===== config.mk =====
export PLATFORM = sky130hd
export DESIGN_NAME = base32_encoder
export DESIGN_NICKNAME = d
export VERILOG_FILES = /design/src/rtl/b32e_pkg.sv /design/src/rtl/b32e_packer.sv /design/src/rtl/b32e_serializer.sv /design/src/rtl/base32_encoder.sv
export SDC_FILE = /design/constraint.sdc
export NUM_CORES = 1
export LEC_CHECK = 0
export ABC_CLOCK_PERIOD_IN_PS = 9300
export BUFFER_PORTS_ARGS = -buffer_cell sky130_fd_sc_hd__buf_2
export CORE_MARGIN = 2
export CORE_UTILIZATION = 25
export DETAILED_ROUTE_END_ITERATION = 8
export PLACE_DENSITY = 0.47
export SLEW_MARGIN = 0
export SYNTH_ARGS = -nofsm -noshare
export SYNTH_HDL_FRONTEND = slang
export SYNTH_HIERARCHICAL = 1
export SYNTH_SLANG_ARGS = --single-unit

===== constraint.sdc =====
create_clock -name clk_i -period 9.3 [get_ports clk_i]
set_clock_uncertainty 0.2 [all_clocks]
set_input_delay 1.395 -clock clk_i [delete_from_list [all_inputs] [get_ports clk_i]]
set_output_delay 1.395 -clock clk_i [all_outputs]
set_load 0.02 [all_outputs]

===== src/rtl/b32e_pkg.sv =====
`timescale 1ns / 1ps

package b32e_pkg;

  // Bytes in one base32 group, bits per group and bits per character.
  localparam int unsigned GroupBytes = 5;
  localparam int unsigned GroupBits  = 8 * GroupBytes;
  localparam int unsigned SymBits    = 5;

  // ASCII codes used by the alphabets and padding.
  localparam logic [6:0] CharPad   = 7'h3D;
  localparam logic [6:0] CharUpA   = 7'h41;
  localparam logic [6:0] CharZero  = 7'h30;
  localparam logic [6:0] CharTwo   = 7'h32;
  localparam logic [6:0] LettersStd = 7'd26;
  localparam logic [6:0] DigitsHex  = 7'd10;

  // One complete group handed from the packer to the serializer.
  typedef struct packed {
    logic [GroupBits-1:0] bits;    // first byte in the top bits
    logic [3:0]           nchars;  // number of data characters, rest is padding
  } grp_t;

  // Data characters for a group that holds count+1 bytes.
  function automatic logic [3:0] data_chars(input logic [2:0] count);
    logic [3:0] n;
    begin
      unique case (count)
        3'd0:    n = 4'd2;
        3'd1:    n = 4'd4;
        3'd2:    n = 4'd5;
        3'd3:    n = 4'd7;
        default: n = 4'd8;
      endcase
      return n;
    end
  endfunction

  // Map a 5-bit symbol to ASCII through the standard or extended-hex alphabet.
  function automatic logic [6:0] map_sym(input logic [4:0] v, input logic hex);
    logic [6:0] v7;
    logic [6:0] c;
    begin
      v7 = {2'b00, v};
      if (hex) begin
        if (v7 < DigitsHex) c = CharZero + v7;
        else                c = CharUpA + (v7 - DigitsHex);
      end else begin
        if (v7 < LettersStd) c = CharUpA + v7;
        else                 c = CharTwo + (v7 - LettersStd);
      end
      return c;
    end
  endfunction

endpackage


===== src/rtl/b32e_packer.sv =====
`timescale 1ns / 1ps

module b32e_packer (
  input  logic            clk_i,
  input  logic            rst_ni,
  input  logic            in_valid_i,
  output logic            in_ready_o,
  input  logic [7:0]      data_byte_i,
  input  logic            end_of_data_i,
  output logic            grp_valid_o,
  output b32e_pkg::grp_t  grp_o,
  input  logic            grp_take_i
);
  import b32e_pkg::*;

  logic [7:0] held_q [4];
  logic [2:0] cnt_q, cnt_d;
  logic [2:0] cnt_sat;
  logic       grp_valid_q, grp_valid_d;
  grp_t       grp_q, grp_d;
  logic       accept;
  logic       complete;
  logic [GroupBits-1:0] bits;

  // A word is taken whenever the group buffer is free or being drained.
  assign in_ready_o = !grp_valid_q || grp_take_i;
  assign accept     = in_valid_i && in_ready_o;
  assign cnt_sat    = (cnt_q > 3'd4) ? 3'd4 : cnt_q;
  assign complete   = (cnt_sat == 3'd4) || end_of_data_i;

  // Assemble the group: held bytes, then the new byte, then zeros.
  always_comb begin
    for (int k = 0; k < GroupBytes; k++) begin
      if (k < 4 && 3'(k) < cnt_sat) begin
        bits[GroupBits-1-8*k -: 8] = held_q[2'(k)];
      end else if (3'(k) == cnt_sat) begin
        bits[GroupBits-1-8*k -: 8] = data_byte_i;
      end else begin
        bits[GroupBits-1-8*k -: 8] = 8'h00;
      end
    end
  end

  // Next state of the count and the group buffer.
  always_comb begin
    cnt_d       = cnt_q;
    grp_valid_d = grp_valid_q && !grp_take_i;
    grp_d       = grp_q;
    if (accept) begin
      if (complete) begin
        cnt_d        = 3'd0;
        grp_valid_d  = 1'b1;
        grp_d.bits   = bits;
        grp_d.nchars = data_chars(cnt_sat);
      end else begin
        cnt_d = cnt_sat + 3'd1;
      end
    end
  end

  always_ff @(posedge clk_i or negedge rst_ni) begin
    if (!rst_ni) begin
      cnt_q       <= 3'd0;
      grp_valid_q <= 1'b0;
    end else begin
      cnt_q       <= cnt_d;
      grp_valid_q <= grp_valid_d;
    end
  end

  // Payload registers need no reset.
  always_ff @(posedge clk_i) begin
    grp_q <= grp_d;
    if (accept && !complete) begin
      held_q[cnt_sat[1:0]] <= data_byte_i;
    end
  end

  assign grp_valid_o = grp_valid_q;
  assign grp_o       = grp_q;

endmodule


===== src/rtl/b32e_serializer.sv =====
`timescale 1ns / 1ps

module b32e_serializer (
  input  logic            clk_i,
  input  logic            rst_ni,
  input  logic            hex_alphabet_i,
  input  logic            grp_valid_i,
  input  b32e_pkg::grp_t  grp_i,
  output logic            grp_take_o,
  output logic            out_valid_o,
  input  logic            out_ready_i,
  output logic [6:0]      text_char_o,
  output logic            group_end_o
);
  import b32e_pkg::*;

  logic                 active_q;
  logic [2:0]           idx_q;
  logic [GroupBits-1:0] sh_q;
  logic [3:0]           nch_q;
  logic                 out_valid_q;
  logic [6:0]           char_q;
  logic                 end_q;
  logic                 out_free;
  logic                 emit;
  logic                 last;
  logic [6:0]           char_d;

  // The output register takes a new word when empty or being read.
  assign out_free   = !out_valid_q || out_ready_i;
  assign emit       = active_q && out_free;
  assign last       = (idx_q == 3'd7);
  assign grp_take_o = grp_valid_i && (!active_q || (emit && last));

  // Current symbol sits in the top five bits of the shift register.
  assign char_d = ({1'b0, idx_q} < nch_q)
                ? map_sym(sh_q[GroupBits-1 -: SymBits], hex_alphabet_i)
                : CharPad;

  // Control: group active flag, character index and output valid.
  always_ff @(posedge clk_i or negedge rst_ni) begin
    if (!rst_ni) begin
      active_q    <= 1'b0;
      idx_q       <= 3'd0;
      out_valid_q <= 1'b0;
    end else begin
      if (grp_take_o) begin
        active_q <= 1'b1;
        idx_q    <= 3'd0;
      end else if (emit) begin
        idx_q <= idx_q + 3'd1;
        if (last) begin
          active_q <= 1'b0;
        end
      end
      if (emit) begin
        out_valid_q <= 1'b1;
      end else if (out_ready_i) begin
        out_valid_q <= 1'b0;
      end
    end
  end

  // Payload: group bits, character count and the output word.
  always_ff @(posedge clk_i) begin
    if (grp_take_o) begin
      sh_q  <= grp_i.bits;
      nch_q <= grp_i.nchars;
    end else if (emit) begin
      sh_q <= {sh_q[GroupBits-SymBits-1:0], {SymBits{1'b0}}};
    end
    if (emit) begin
      char_q <= char_d;
      end_q  <= last;
    end
  end

  assign out_valid_o = out_valid_q;
  assign text_char_o = char_q;
  assign group_end_o = end_q;

endmodule


===== src/rtl/base32_encoder.sv =====
`timescale 1ns / 1ps
// Base32 encoder (RFC 4648), streaming.
// Input channel: one raw byte per word (data_byte_i) with end_of_data_i
// marking the final byte of a message; in_valid_i / in_ready_o handshake.
// Output channel: one ASCII character per word (text_char_o), group_end_o
// high on the eighth character of each group; out_valid_o / out_ready_i.
// Up to four bytes are held; the fifth byte, or a byte marked last, closes
// a group that leaves as eight characters, short groups padded with '='.
// cfg_we_i writes cfg_wdata_i into the alphabet select (0 standard A-Z2-7,
// 1 extended hex 0-9A-V); write it only while the block is idle.
// Data path: the byte that closes a group enters the packer's group buffer,
// then the serializer's shift register, then the output register.
// Throughput: the output port moves one character per cycle while
// out_ready_i is high; byte words are taken in every cycle while the single
// group buffer is free.
// Reset clears the held byte count, the pending group, the output valid
// flag and selects the standard alphabet. When the receiver stalls, the
// output word holds; the group buffer then fills and in_ready_o drops.
module base32_encoder (
  input  logic       clk_i,
  input  logic       rst_ni,
  input  logic       cfg_we_i,
  input  logic       cfg_wdata_i,
  input  logic       in_valid_i,
  output logic       in_ready_o,
  input  logic [7:0] data_byte_i,
  input  logic       end_of_data_i,
  output logic       out_valid_o,
  input  logic       out_ready_i,
  output logic [6:0] text_char_o,
  output logic       group_end_o
);
  import b32e_pkg::*;

  logic hex_q;
  logic grp_valid;
  logic grp_take;
  grp_t grp;

  // Alphabet select register.
  always_ff @(posedge clk_i or negedge rst_ni) begin
    if (!rst_ni) begin
      hex_q <= 1'b0;
    end else if (cfg_we_i) begin
      hex_q <= cfg_wdata_i;
    end
  end

  b32e_packer u_packer (
    .clk_i         (clk_i),
    .rst_ni        (rst_ni),
    .in_valid_i    (in_valid_i),
    .in_ready_o    (in_ready_o),
    .data_byte_i   (data_byte_i),
    .end_of_data_i (end_of_data_i),
    .grp_valid_o   (grp_valid),
    .grp_o         (grp),
    .grp_take_i    (grp_take)
  );

  b32e_serializer u_serializer (
    .clk_i          (clk_i),
    .rst_ni         (rst_ni),
    .hex_alphabet_i (hex_q),
    .grp_valid_i    (grp_valid),
    .grp_i          (grp),
    .grp_take_o     (grp_take),
    .out_valid_o    (out_valid_o),
    .out_ready_i    (out_ready_i),
    .text_char_o    (text_char_o),
    .group_end_o    (group_end_o)
  );

endmodule


==> flow_summary.yaml <==
status:
  run_status: "completed"
power_and_ir_drop:
  worst_case_vdd_ir_drop_uv: 113
  power.net_switching_mw: 0.571
  combPwrFrac_pct: 21.1
  power.clock.fraction_pct: 34.2
  internal_power_mw: 1.37
  seqPwrFrac_pct: 44.7
  sw_frac_of_total_pct: 29.4
  pwr_density_cell_mw_per_mm2: 276
  power_leakage_nw: 2.65
routing:
  detailroute.via_count: 3227
  detail_route.vias_per_cell: 4.18
  drc: 0
  antenna_violating_nets_post_route: 0
  finalWirelength_um: 11200
  firstDrtPassIters: 4
  wl_per_cell_um: 14.5
  drtIter0Drc: 373
timing:
  hold_viol: 0
  timing_max_transition_violations_final: 0
  timing.slew.headroom_pct: 23.0
  hold_ws_ps: 224
  finalSetupViolations: 0
  final_min_period_over_clock_period_pct: 47.0
  post-route-min-period_ps: 4370
  rsz0062_at_grt: "no"
  worst_slew_pin_slew_ps: 1150
  max_freq_mhz: 229
  fin_setup_tns_ps: 0
  post-route-worst-setup-slack_ps: 4930
final_layout:
  area_delta_synth_final_pct: 15.7
  drive_gt1_share_pct: 24.3
  num_antenna_cells: 0
  nFillCells: 2458
  final_util_pct: 29.2
  layout.area.seq_mm2: 0.00409
  nNetsFinal: 462
  fin_area_mm2: 0.00704
  multi_input_comb_area_mm2: 0.00176
floorplan:
  die_height_um: 160
  design.core.area_mm2: 0.0241
  start_util_pct: 25.3
  boundaryPins: 25
  die_w_um: 160
  fp.dieArea_mm2: 0.0256
  floorplan_row_count: 57
placement:
  place.port_buffers: 24
  gpl.final_weighted_congestion: 0.796
  placed_area_mm2: 0.00645
  detailedPlacementHpwl_um: 7700
  pre_cts_slack_ps: 4890
logic_synthesis:
  asyncSetResetFlopFracSynth_pct: 7.25
  ys_types: 50
  synth_enable_flop_cells: 128
  number_of_warnings_issued_by_yosys: 6
  ys_top_cells_by_area: "edfxtp_1 63%, mux2_4 7.2%, dfrtp_1 4.1%"
  sequential_to_total_area_share_from_yosys_stat_pct: 67.3
  synthesis.instances: 412
  average_cell_area_after_synthesis_um2: 14.8
  yosys_register_bits: 138
  synth_top_cell_by_area: "edfxtp_1"
  netlist_area_mm2: 0.00609
  netlist.area_leader.share_pct: 63.1
  synth.net_count: 439
  synth_ff_type: "edfxtp_1"
clock_network:
  clock_tree_from_tritoncts: "yes"
  ctsHoldBuffers: 0
  cts_repair_resize_count: 0
  ctsRootBufferMaster: "clkbuf_16"
  post_cts_buffers: 0
  clkLatencyLatePin_ps: 420
  cts_made_buffers: 17
  clock_tree.buffer_depth: 2
  tritoncts_num_sinks: 138
  cts.reportedPaths.clkPinSlew_ps: 60
  htreeDepth: 4
global_routing:
  maximum_number_of_pins_on_one_net_before_global_route_repair: 45
  track_usage_pct: 9.11
  grt_use_met2_pct: 13.8
  antenna_found_initial: 0
  met1_usage_pct: 12.3
  overflow: 0
  grt.busiest_layer: "met2"
  grt_first_pass_wirelength_um: 17900
  first_global_vias: 3183
  met3_usage_pct: 3.09
setup_path:
  crit_path_max_fanout: 37
  critical_path.startpoint_type: "input pin"
  worstPathArrival_ps: 2770
  cp_data_required_time_ps: 7710
  critical_path.endpoint_type: "output port"
  critical_path_class: "in -> out"
min_path:
  hold_path.class: "reg -> reg"
flow_run:
  maxCapViolations: 0
## worst max-delay path, cell delays in order
cell and delay, ps:
buf_2 90, nand2b_4 150, a21bo_4 260, nand2_8 290, inv_2 150, nand2b_1 230
buf_2 190
## sequential cells by signal, indices dropped and copies added, names as in the netlist
name / cells
u_serializer/text_char_o: 7
u_serializer/nch_q: 4
u_packer/cnt_q: 3
hex_q: 1
u_serializer/out_valid_o: 1
u_serializer/idx_q: 3
u_serializer/sh_q: 40
u_packer/grp_valid_o: 1
u_serializer/active_q: 1
u_packer/held_q: 32
u_packer/grp_o: 44
u_serializer/group_end_o: 1
## cells by family after synthesis
logic type | count (synthesis) | synth area share (%)
and+or+nand+nor | 110 | 8.96
adders and majority gates | 12 | 2.47
buffers and inverters | 37 | 3.91
DFF | 138 | 67.3
muxes | 38 | 8.78
AOI/OAI and AO/OA | 73 | 8.06
xor gates and xnor gates | 4 | 0.576
## final timing paths
path | from | end | slack (ps) | cells after the start
min in group asynchronous | rst_ni | u_serializer/out_valid_o$_DFFE_PN0P_ | 640 | 1
setup reg to reg | u_packer/cnt_q[2]$_DFFE_PN0N_ | u_packer/grp_o[25]$_DFFE_PP_ | 5870 | 5
hold / removal | u_packer/grp_o[2]$_DFFE_PP_ | u_serializer/nch_q[2]$_DFFE_PN_ | 220 | 0
max in group asynchronous | rst_ni | u_serializer/active_q$_DFFE_PN0P_ | 8050 | 1
hold reg to reg | u_packer/grp_o[2]$_DFFE_PP_ | u_serializer/nch_q[2]$_DFFE_PN_ | 220 | 0
setup / recovery | out_ready_i | in_ready_o | 4930 | 7
## area by class of cell
class | count | share of cell area, %
timing repair buffer | 25 | 1.81
multi-input combinational | 237 | 25.0
inverter | 16 | 0.853
clock buffer | 17 | 6.04
clock inverter | 15 | 2.35
tap | 324 | 5.76
sequential | 138 | 58.1
## placed cells by master, fill, tap and decap left out, drive strengths merged, types with 3 or more instances in the layout
cell type	count
nand3b	3
o21ai	34
clkbuf	17
and3	14
xor2	3
nand2	60
nand3	3
a21oi	9
ha	12
clkinv	5
nand2b	5
dfrtp	10
edfxtp	128
or2	3
a311oi	4
mux2	36
and2	5
a22o	11
clkinvlp	3
nor2	11
inv	21
buf	25
## cells in the mapped netlist, types with 3 or more instances
cell type	n
clkbuf_1	6
and3_1	14
inv_1	13
nand3b_1	3
o21ai_2	3
or2_2	3
nor2_1	11
and2_1	5
a22o_1	11
o21ai_1	9
nand2b_1	4
nand2_1	58
xor2_1	3
inv_2	3
buf_6	3
ha_1	12
a311oi_1	4
edfxtp_1	128
a21oi_1	9
buf_2	4
nand3_1	3
mux2_2	7
o21ai_0	22
dfrtp_1	10
mux2_4	29
## power by group through the flow
stage / clock network, mW / logic, mW / registers, mW
after floorplan: 0 / 0.349 / 0.858
after global placement: 0 / 0.407 / 0.878
after detailed placement: 0 / 0.415 / 0.880
after CTS: 0.683 / 0.415 / 0.868
after global routing: 0.711 / 0.459 / 0.878
final: 0.665 / 0.410 / 0.868
## layer usage
| metal | vias up | wire length [um] |
|---|---|---|
| met5 | - | 0 |
| met4 | 0 | 112 |
| met3 | 12 | 461 |
| met2 | 73 | 5080 |
| met1 | 1567 | 5540 |
| li1 | 1575 | - |
## through the flow
step / cells / power (mW)
6_report: 772 / 1.94
4_1_cts: 772 / 1.97
5_1_grt: 772 / 2.05
2_1_floorplan: 412 / 1.21
3_3_place_gp: 740 / 1.29
3_5_place_dp: 740 / 1.29
Power figures use the tool's default switching activity.
